$ cat src/hw/rtl/cab_pkg.sv
// cab_pkg: shared types and constants for the clipped alpha blend pixel unit
// no dependencies; imported by cab_chan and clipped_alpha_blend_pixel_top

package cab_pkg;

  // field widths fixed by the pixel format and register map
  localparam int unsigned CoordInW  = 16;
  localparam int unsigned RegW      = 14;
  localparam int unsigned AddrW     = 26;
  localparam int unsigned ChanW     = 8;
  localparam int unsigned CfgIdxW   = 2;

  // configuration register indexes
  localparam logic [CfgIdxW-1:0] CFG_SCREEN_WIDTH  = 2'd0;
  localparam logic [CfgIdxW-1:0] CFG_SCREEN_HEIGHT = 2'd1;
  localparam logic [CfgIdxW-1:0] CFG_LINE_PITCH    = 2'd2;

  // register reset values
  localparam logic [RegW-1:0] WIDTH_RST  = 14'd1024;
  localparam logic [RegW-1:0] HEIGHT_RST = 14'd768;
  localparam logic [RegW-1:0] PITCH_RST  = 14'd1024;

  // alpha codes with a fixed result
  localparam logic [ChanW-1:0] ALPHA_OPAQUE = 8'hFF;
  localparam logic [ChanW-1:0] ALPHA_CLEAR  = 8'h00;
  localparam logic [31:0]      RGB_MASK     = 32'h00FF_FFFF;

  typedef struct packed {
    logic signed [CoordInW-1:0] pos_x;
    logic signed [CoordInW-1:0] pos_y;
    logic [31:0]                dest_pixel;
    logic [31:0]                source_color;
  } cab_in_t;

  typedef struct packed {
    logic             write_enable;
    logic [AddrW-1:0] word_address;
    logic [31:0]      blended_pixel;
  } cab_out_t;

  // load enables of the three pipeline stages
  typedef struct packed {
    logic en1;
    logic en2;
    logic en3;
  } cab_stage_en_t;

endpackage

$ cat src/hw/rtl/cab_chan.sv
// cab_chan: three-stage pipeline for one color channel, (s*a + d*(255-a)) / 255
// depends on cab_pkg for widths and the stage enable struct

module cab_chan import cab_pkg::*; (
  input  logic              clk_i,
  input  cab_stage_en_t     stage_en_i,
  input  logic [ChanW-1:0]  src_i,
  input  logic [ChanW-1:0]  dst_i,
  input  logic [ChanW-1:0]  alpha_i,
  output logic [ChanW-1:0]  chan_o
);

  localparam int unsigned ProdW = 2 * ChanW;

  logic [ProdW-1:0] src_prod_q, dst_prod_q;
  logic [ProdW-1:0] sum_d, sum_q;
  logic [ProdW:0]   quot_sum;
  logic [ChanW-1:0] chan_d, chan_q;

  // stage 1: the two weighted products
  always_ff @(posedge clk_i) begin
    if (stage_en_i.en1) begin
      src_prod_q <= ProdW'(src_i) * ProdW'(alpha_i);
      dst_prod_q <= ProdW'(dst_i) * ProdW'(ALPHA_OPAQUE - alpha_i);
    end
  end

  // stage 2: sum, at most 255*255 so it fits 16 bits
  assign sum_d = src_prod_q + dst_prod_q;

  always_ff @(posedge clk_i) begin
    if (stage_en_i.en2) begin
      sum_q <= sum_d;
    end
  end

  // stage 3: exact divide by 255 for n below 2^16: (n + (n >> 8) + 1) >> 8
  assign quot_sum = (ProdW+1)'(sum_q) + (ProdW+1)'(sum_q >> ChanW) + (ProdW+1)'(1);
  assign chan_d   = quot_sum[ChanW +: ChanW];

  always_ff @(posedge clk_i) begin
    if (stage_en_i.en3) begin
      chan_q <= chan_d;
    end
  end

  assign chan_o = chan_q;

endmodule

$ cat src/hw/rtl/clipped_alpha_blend_pixel_top.sv
// clipped_alpha_blend_pixel_top: clip, address and source-over blend for one pixel
// depends on cab_pkg and cab_chan
//
//   port group   direction  handshake                  payload
//   in_*         input      in_valid_i / in_stall_o    cab_in_t  in_data_i
//   out_*        output     out_valid_o / out_stall_i  cab_out_t out_data_o
//   cfg_*        input      cfg_we_i                   cfg_idx_i, cfg_wdata_i
//
// three register stages: products, sums, divide; the last one is the output
// register, and the result select reads it combinationally
// one item per clock sustained while out_stall_i is low; stage 1 multipliers (y*pitch and 8x8 per channel) set depth
// a stalled output only holds the stages behind it that are full; bubbles close up
// reset clears the valid bits and loads 1024, 768, 1024 into width, height and pitch

module clipped_alpha_blend_pixel_top import cab_pkg::*; #(
  parameter int unsigned COORD_BITS = 13
) (
  input  logic               clk_i,
  input  logic               rst_ni,
  input  logic               in_valid_i,
  output logic               in_stall_o,
  input  cab_in_t            in_data_i,
  output logic               out_valid_o,
  input  logic               out_stall_i,
  output cab_out_t           out_data_o,
  input  logic               cfg_we_i,
  input  logic [CfgIdxW-1:0] cfg_idx_i,
  input  logic [RegW-1:0]    cfg_wdata_i
);

  localparam int unsigned ProdW = COORD_BITS + RegW;
  localparam int unsigned SumW  = (ProdW > AddrW) ? ProdW : AddrW;

  logic [RegW-1:0] width_q, height_q, pitch_q;
  logic            v1_q, v2_q, v3_q;
  cab_stage_en_t   stage_en;

  // configuration registers
  always_ff @(posedge clk_i or negedge rst_ni) begin
    if (!rst_ni) begin
      width_q  <= WIDTH_RST;
      height_q <= HEIGHT_RST;
      pitch_q  <= PITCH_RST;
    end else if (cfg_we_i) begin
      case (cfg_idx_i)
        CFG_SCREEN_WIDTH:  width_q  <= cfg_wdata_i;
        CFG_SCREEN_HEIGHT: height_q <= cfg_wdata_i;
        CFG_LINE_PITCH:    pitch_q  <= cfg_wdata_i;
        default: ;
      endcase
    end
  end

  // stage enables: a stage loads when it is empty or the one after it moves
  always_comb begin
    stage_en.en3 = !v3_q || !out_stall_i;
    stage_en.en2 = !v2_q || stage_en.en3;
    stage_en.en1 = !v1_q || stage_en.en2;
  end

  assign in_stall_o = !stage_en.en1;

  always_ff @(posedge clk_i or negedge rst_ni) begin
    if (!rst_ni) begin
      v1_q <= 1'b0;
      v2_q <= 1'b0;
      v3_q <= 1'b0;
    end else begin
      if (stage_en.en1) v1_q <= in_valid_i;
      if (stage_en.en2) v2_q <= v1_q;
      if (stage_en.en3) v3_q <= v2_q;
    end
  end

  // clip: non-negative, below 2^COORD_BITS and below the register
  logic [CoordInW-1:0] x_raw, y_raw;
  logic                x_in, y_in, inside_d;

  assign x_raw = in_data_i.pos_x;
  assign y_raw = in_data_i.pos_y;
  assign x_in  = !x_raw[CoordInW-1] && ((x_raw >> COORD_BITS) == '0)
                 && (x_raw < CoordInW'(width_q));
  assign y_in  = !y_raw[CoordInW-1] && ((y_raw >> COORD_BITS) == '0)
                 && (y_raw < CoordInW'(height_q));
  assign inside_d = x_in && y_in;

  // words for the alpha codes that skip the blend
  logic [ChanW-1:0] alpha;
  logic             bypass_d;
  logic [31:0]      byp_word_d;

  assign alpha      = in_data_i.source_color[31:24];
  assign bypass_d   = (alpha == ALPHA_OPAQUE) || (alpha == ALPHA_CLEAR);
  assign byp_word_d = (alpha == ALPHA_OPAQUE) ? (in_data_i.source_color & RGB_MASK)
                                              : in_data_i.dest_pixel;

  // stage 1: row product and clip flag
  logic                  inside1_q, bypass1_q;
  logic [31:0]           byp_word1_q;
  logic [COORD_BITS-1:0] x1_q;
  logic [ProdW-1:0]      row_prod1_q;

  always_ff @(posedge clk_i) begin
    if (stage_en.en1) begin
      inside1_q   <= inside_d;
      bypass1_q   <= bypass_d;
      byp_word1_q <= byp_word_d;
      x1_q        <= x_raw[COORD_BITS-1:0];
      row_prod1_q <= ProdW'(y_raw[COORD_BITS-1:0]) * ProdW'(pitch_q);
    end
  end

  // stage 2: word address, wraps at 2^26
  logic [SumW-1:0]  addr_sum;
  logic             inside2_q, bypass2_q;
  logic [31:0]      byp_word2_q;
  logic [AddrW-1:0] addr2_q;

  assign addr_sum = SumW'(row_prod1_q) + SumW'(x1_q);

  always_ff @(posedge clk_i) begin
    if (stage_en.en2) begin
      inside2_q   <= inside1_q;
      bypass2_q   <= bypass1_q;
      byp_word2_q <= byp_word1_q;
      addr2_q     <= addr_sum[AddrW-1:0];
    end
  end

  // stage 3: carried to the output register
  logic             inside3_q, bypass3_q;
  logic [31:0]      byp_word3_q;
  logic [AddrW-1:0] addr3_q;

  always_ff @(posedge clk_i) begin
    if (stage_en.en3) begin
      inside3_q   <= inside2_q;
      bypass3_q   <= bypass2_q;
      byp_word3_q <= byp_word2_q;
      addr3_q     <= addr2_q;
    end
  end

  // per channel blend pipelines, red, green, blue
  logic [ChanW-1:0] red, green, blue;

  cab_chan u_chan_r (
    .clk_i      (clk_i),
    .stage_en_i (stage_en),
    .src_i      (in_data_i.source_color[23:16]),
    .dst_i      (in_data_i.dest_pixel[23:16]),
    .alpha_i    (alpha),
    .chan_o     (red)
  );

  cab_chan u_chan_g (
    .clk_i      (clk_i),
    .stage_en_i (stage_en),
    .src_i      (in_data_i.source_color[15:8]),
    .dst_i      (in_data_i.dest_pixel[15:8]),
    .alpha_i    (alpha),
    .chan_o     (green)
  );

  cab_chan u_chan_b (
    .clk_i      (clk_i),
    .stage_en_i (stage_en),
    .src_i      (in_data_i.source_color[7:0]),
    .dst_i      (in_data_i.dest_pixel[7:0]),
    .alpha_i    (alpha),
    .chan_o     (blue)
  );

  // result select; clipped pixels give all zero fields
  always_comb begin
    out_data_o.write_enable = inside3_q;
    out_data_o.word_address = inside3_q ? addr3_q : '0;
    if (!inside3_q) begin
      out_data_o.blended_pixel = '0;
    end else if (bypass3_q) begin
      out_data_o.blended_pixel = byp_word3_q;
    end else begin
      out_data_o.blended_pixel = {8'h00, red, green, blue};
    end
  end

  assign out_valid_o = v3_q;

  // input stalls only when every stage is full and the output is held
  a_stall_full: assert property (@(posedge clk_i) disable iff (!rst_ni)
    in_stall_o |-> (v1_q && v2_q && v3_q && out_stall_i))
    else $error("input stalled with a free stage");

  // a held result stays in the output stage
  a_hold_out: assert property (@(posedge clk_i) disable iff (!rst_ni)
    (v3_q && out_stall_i) |=> v3_q)
    else $error("stalled result dropped");

  // an accepted item lands in stage 1
  a_accept_s1: assert property (@(posedge clk_i) disable iff (!rst_ni)
    (in_valid_i && !in_stall_o) |=> v1_q)
    else $error("accepted item lost at stage 1");

  // a nonzero top byte only comes from a clear-alpha pass of the destination
  a_top_byte: assert property (@(posedge clk_i) disable iff (!rst_ni)
    (v3_q && (out_data_o.blended_pixel[31:24] != 8'h00)) |-> (inside3_q && bypass3_q))
    else $error("top byte set on a blended word");

endmodule
$ cat config.mk
export PLATFORM = sky130hd
export DESIGN_NAME = clipped_alpha_blend_pixel_top
export DESIGN_NICKNAME = d
export VERILOG_FILES = /design/src/hw/rtl/cab_pkg.sv /design/src/hw/rtl/cab_chan.sv /design/src/hw/rtl/clipped_alpha_blend_pixel_top.sv
export SDC_FILE = /design/constraint.sdc
export NUM_CORES = 2
export LEC_CHECK = 0
export ABC_CLOCK_PERIOD_IN_PS = 8900
export BUFFER_PORTS_ARGS = -buffer_cell sky130_fd_sc_hd__buf_2
export CAP_MARGIN = 20
export CORE_MARGIN = 8
export CORE_UTILIZATION = 40
export CTS_BUF_LIST = sky130_fd_sc_hd__clkbuf_16
export CTS_CLUSTER_SIZE = 14
export DETAILED_ROUTE_END_ITERATION = 12
export SLEW_MARGIN = 20
export SYNTH_ARGS = -nofsm -noshare
export SYNTH_HDL_FRONTEND = slang
export SYNTH_HIERARCHICAL = 1
export SYNTH_SLANG_ARGS = --single-unit
$ cat constraint.sdc
create_clock -name clk_i -period 8.9 [get_ports clk_i]
set_input_delay 0.445 -clock clk_i [delete_from_list [all_inputs] [get_ports clk_i]]
set_output_delay 0.445 -clock clk_i [all_outputs]
set_load 0.02 [all_outputs]
======== After elaboration in Yosys (flattened, before gate mapping) ========
Cells that the tools add are included.
storage, ports and cells
  flip-flop bits (word level) ............. 406
  bits in latches ......................... 0
  memory bits (writable) .................. 0
  ROM bits ................................ 0
  input bits .............................. 117
  output and inout bits ................... 61
  memories ................................ 0
operators by class
  $add $sub $neg .......................... 11
  multipliers ............................. 7
  divide/modulo/power cells ............... 0
  magnitude comparators ................... 2
  equal/unequal tests ..................... 3
  shift operators ......................... 0
  muxes and demuxes ....................... 4
  bitwise operators ....................... 0
  reductions and logical operators ........ 23
operators with widths
  cell                                                               number
  32-bit 2-to-1 mux                                                  2
  16-bit by 1-bit adder with 16-bit output, second input constant    3
  16-bit adder                                                       3
  16-bit by 8-bit adder with 16-bit output                           3
  8-bit by 16-bit multiplier with 16-bit output                      3
  8-bit by 8-bit multiplier with 16-bit output                       3
  16-bit logical NOT                                                 2
  16-bit by 14-bit < comparator with 1-bit output                    2
  26-bit by 13-bit adder with 26-bit output                          1
  13-bit by 14-bit multiplier with 26-bit output                     1
  26-bit 2-to-1 mux                                                  1
  24-bit 2-to-1 mux                                                  1
  8-bit by 8-bit subtractor with 9-bit output, first input constant  1
  8-bit == test, second input constant                               1
  8-bit logical NOT                                                  1
  1-bit logical NOT                                                  7
  2-bit AND reduction                                                3
  1-bit logical AND                                                  5
  1-bit logical OR                                                   4
  2-bit by 1-bit == test with 1-bit output, second input constant    1
  2-bit == test, second input constant                               1
  2-bit logical NOT                                                  1

======== Logic depth before layout (Yosys ltp) ========
  word-level depth ........................ 5
  gate-level depth with buffers ........... 20
  mapped depth without buffers ............ 18

======== Cells and area by module ========
The synthesis kept the hierarchy.
by module, submodules not included
  module                         instances  cells each  area each (um2)
  clipped_alpha_blend_pixel_top  1          1364        16034.1
  cab_chan (u_chan_r)            1          692         7035.5
  cab_chan (u_chan_g)            1          680         6936.7
  cab_chan (u_chan_b)            1          662         6872.8

======== Least setup slack after synthesis ========
OpenSTA, ideal clock, no wires.
  path kind ............................... reg2out
  start ................................... reg v3_q (netlist: out_valid_o)
  end ..................................... out in_stall_o
  data arrival time ....................... 6877 ps
  setup slack ............................. 1578 ps
  cell stages (with the launch flop) ...... 3
  path buffers ............................ 0
  cell sequence ........................... dfrtp_1 -> nand4_1 -> inv_1
RTL lines
  what                    line                                 source
  start, declared         clipped_alpha_blend_pixel_top.sv:35  logic v1_q, v2_q, v3_q;
  start signal, assigned  clipped_alpha_blend_pixel_top.sv:71  if (stage_en.en3) v3_q <= v2_q;
  end, declared           clipped_alpha_blend_pixel_top.sv:21  output logic in_stall_o,

======== Worst setup path in the final report ========
  start ................................... reg pitch_q[8]
  end ..................................... reg row_prod1_q[24] (data pin)
between the ends
  word-level cells in the longest chain between the ends .. 1
ends and longest elaborated chain
  what                                            line                                  source
  start, declared                                 clipped_alpha_blend_pixel_top.sv:34   logic [RegW-1:0] width_q, height_q, pitch_q;
  start signal, assigned                          clipped_alpha_blend_pixel_top.sv:48   CFG_LINE_PITCH: pitch_q <= cfg_wdata_i;
  13-bit by 14-bit multiplier with 26-bit output  clipped_alpha_blend_pixel_top.sv:109  row_prod1_q <= ProdW'(y_raw[COORD_BITS-1:0]) * ProdW'(pitch_q);
  end signal, assigned                            clipped_alpha_blend_pixel_top.sv:109
  end, declared                                   clipped_alpha_blend_pixel_top.sv:101  logic [ProdW-1:0] row_prod1_q;
Every way passes these cells.
A chain may end at the register's enable or synchronous reset.

==> results.sh <==
export IMPL_status="complete, no violations"
export IMPL_worstPathArrival_ps=5850
export IMPL_ys_seq_area_share_pct=32.46
export IMPL_grtUsageTotal_pct=16.22
export IMPL_dp_cells=4696
export IMPL_hp_class="primary input to flop"
export IMPL_layout_drive_gt1_share_pct=10.56
export IMPL_p_int_mw=8.386
export IMPL_gp_congestion=0.8179
export IMPL_synth_seq_cells=406
export IMPL_clkPwrFrac_pct=13.2
export IMPL_cts_tree="yes"
export IMPL_antenna_found_initial=4
export IMPL_grt_pass1_vias=25000
export IMPL_seqPwrFrac_pct=24.5
export IMPL_ctsResizeCount=0
export IMPL_wire_per_inst_um=17.16
export IMPL_power_leakage_nw=18.85
export IMPL_power_switching_mw=6.421
export IMPL_critPathTopFamily="adder cells"
export IMPL_cap_violations=0
export IMPL_cpMaxStageDelayCell="dfrtp_1"
export IMPL_core_area_sq_um=91520
export IMPL_worstMarginPinSlew_ps=960.2
export IMPL_yosys_area_top_type="edfxtp_1"
export IMPL_synth_ff_type="edfxtp_1"
export IMPL_dr_pass1_iters=6
export IMPL_synth_top_cell_area_share_pct=29.39
export IMPL_ant_nets=0
export IMPL_drtIter0Drc=1082
export IMPL_drc=0
export IMPL_grt_setup_unrepaired="no"
export IMPL_path_clk_slew_ps=60
export IMPL_grt_pass1_wl_um=134700
export IMPL_syn_nets=4265
export IMPL_wl_um=82140
export IMPL_cts_buffers_inserted=48
export IMPL_setup_viol=0
export IMPL_clockBufferDepth=3
export IMPL_cp_max_fo=14
export IMPL_root_buffer="clkbuf_16"
export IMPL_crit_top_cell="fa_1"
export IMPL_start_kind="flop"
export IMPL_end_kind="flop"
export IMPL_yosysWarnings=6
export IMPL_rows=111
export IMPL_worstSkewPairLatency_ps=600
export IMPL_critPathMaxStageDelay_ps=590
export IMPL_port_buffers=177
export IMPL_ys_types=90
export IMPL_initial_core_util_pct=40.29
export IMPL_dp_hpwl_um=62640
export IMPL_io_pins=178
export IMPL_finalMaxSlewViolations=0
export IMPL_via_per_inst=4.991
export IMPL_die_x_um=319.6
export IMPL_syn_area_sq_um=36880
export IMPL_min_period_ps=5541
export IMPL_n_fill_cell=8614
export IMPL_synth_common_cells="inv_1, ha_1, edfxtp_1"
export IMPL_critPathBufInv=4
export IMPL_synth_edf_count=361
export IMPL_finClkSkew_ps=30.74
export IMPL_max_slew_margin_pct=35.99
export IMPL_yosysMostFrequentCell="inv_1"
export IMPL_pwr_density_cell_nw_per_um2=364.4
export IMPL_async_flop_share_pct=11.08
export IMPL_r2r_setup_slack_ps=3360
export IMPL_die_area_sq_um=102200
export IMPL_max_freq_ghz=0.1805
export IMPL_critPathKind="flop to flop"
export IMPL_swShare_pct=43.36
export IMPL_vdd_drop_max_uv=561.0
export IMPL_overflow=0
export IMPL_die_y_um=319.6
export IMPL_num_vias=23890
export IMPL_hold_violations=0
export IMPL_period_share_pct=62.26
export IMPL_grt_max_degree=71
export IMPL_postSynthCellCount=3398
export IMPL_syn_to_final_growth_pct=10.19
export IMPL_path_cells="and2_1, fa_1, inv_1, fa_1, inv_1, fa_1, fa_1, inv_1, fa_1, inv_1, ha_1, a21o_1, o21bai_1, a211oi_2, o22ai_2, o41ai_2, xnor2_1"
export IMPL_p_comb_share_pct=62.3
export IMPL_critical_path_required_ps=9210
export IMPL_stdcell_count=4787
export IMPL_setup_tns_ps=0
export IMPL_synthTopCellsByArea="edfxtp_1, fa_1, ha_1, inv_1, and2_1"
export IMPL_numClockSinks=406
export IMPL_synth_area_per_cell_sq_um=10.85
export IMPL_layout_nets=4428
export IMPL_htree_levels=2
-- stage by stage --
step                      hold WS, ps  setup slack [ps]  instance area [sq um]  power (mW)  util, %
final                           52.03              3359                  40640       14.81    44.40
after global routing            19.88              3145                  40630       16.35    44.39
after CTS                       2.536              3382                  40630       14.98    44.39
after detailed placement        404.5              3383                  39060       12.93    42.68
after global placement          400.2              3502                  39060       12.84    42.68
after floorplan                 149.4              1578                  36880       10.86        -
-- repair_timing --
action                                 CTS  global route
endpoints found under the hold margin   41             0
setup buffers                            0             0
hold buffers                             1             0
-- registers in the layout, summed over array words and instances, names as in the netlist, 26 cells and up --
register     count
byp_word1_q     32
byp_word2_q     32
byp_word3_q     32
row_prod1_q     26
addr3_q         26
addr2_q         26
-- cells in the final DEF, fill, tap and decap left out, types with 11 or more instances in the layout --
master	Yosys	layout
clkbuf_16	0	49
o21bai_1	17	17
a31oi_1	11	11
ha_1	396	396
and2_1	280	280
xnor2_1	127	127
a211oi_1	17	17
o21a_1	21	21
o21ai_0	75	75
fa_1	354	354
nand3_1	29	28
a21o_1	52	52
xor2_1	43	43
mux2i_1	27	27
buf_2	8	177
o211ai_1	12	12
mux2_2	53	53
nor2b_1	180	180
nor2_1	84	83
a21oi_1	102	102
buf_4	2	18
nand2b_1	78	78
edfxtp_1	361	361
and3_1	19	19
nand4_1	18	18
inv_1	569	575
dfrtp_1	41	41
nor3_1	26	26
nand2_1	185	184
-- routing by layer --
layer | GRT usage (%) | routed length [um] | vias up
met5 | 0 | 0 | -
met4 | 3.437 | 1495 | 0
met3 | 2.419 | 3127 | 79
met2 | 27.31 | 38910 | 374
met1 | 22.17 | 38610 | 11880
li1 | - | - | 11560
-- kinds of logic (layout without fill, tap and decap cells) --
family                   Yosys count  after routing  share of synthesized area (%)
buffers and inverters            652            853                          6.748
XOR/XNOR                         170            170                          4.037
multiplexers                      80             80                          2.351
flip-flops                       406            406                          32.46
other                              0              2                              0
AO/OA/AOI/OAI                    401            401                          7.634
adder cells (fa/ha/maj)          750            750                          32.65
AND/OR/NAND/NOR                  939            939                          14.12
-- final timing paths --
check | to | startpoint | depth (start not counted)
setup / recovery | row_prod1_q[24] | pitch_q[8] | 17
hold / removal | x1_q[0] | in_data_i[80] | 1
setup reg to reg | row_prod1_q[24] | pitch_q[8] | 17
hold reg to reg | byp_word2_q[18] | byp_word1_q[18] | 0
max in group asynchronous | v1_q | rst_ni | 3
min in group asynchronous | height_q[5] | rst_ni | 3
-- layout make-up --
cell class	instances	area, sq um	area share (%)
antenna	2	5.005	0.01232
clock buffer	49	1226	3.017
clock inverter	39	336.6	0.8283
inverter	569	2136	5.256
multi-input combinational	2340	22450	55.24
sequential	406	11970	29.46
tap	1186	1484	3.652
timing repair buffer	196	1031	2.537
-- power groups by stage --
stage	logic [mW]	clock network [mW]	registers, mW
2_1_floorplan	7.36	0	3.50
3_3_place_gp	9.17	0	3.67
3_5_place_dp	9.25	0	3.68
4_1_cts	9.31	2.02	3.65
5_1_grt	10.6	2.09	3.70
6_report	9.22	1.95	3.63
(Power assumes the default switching activity.)
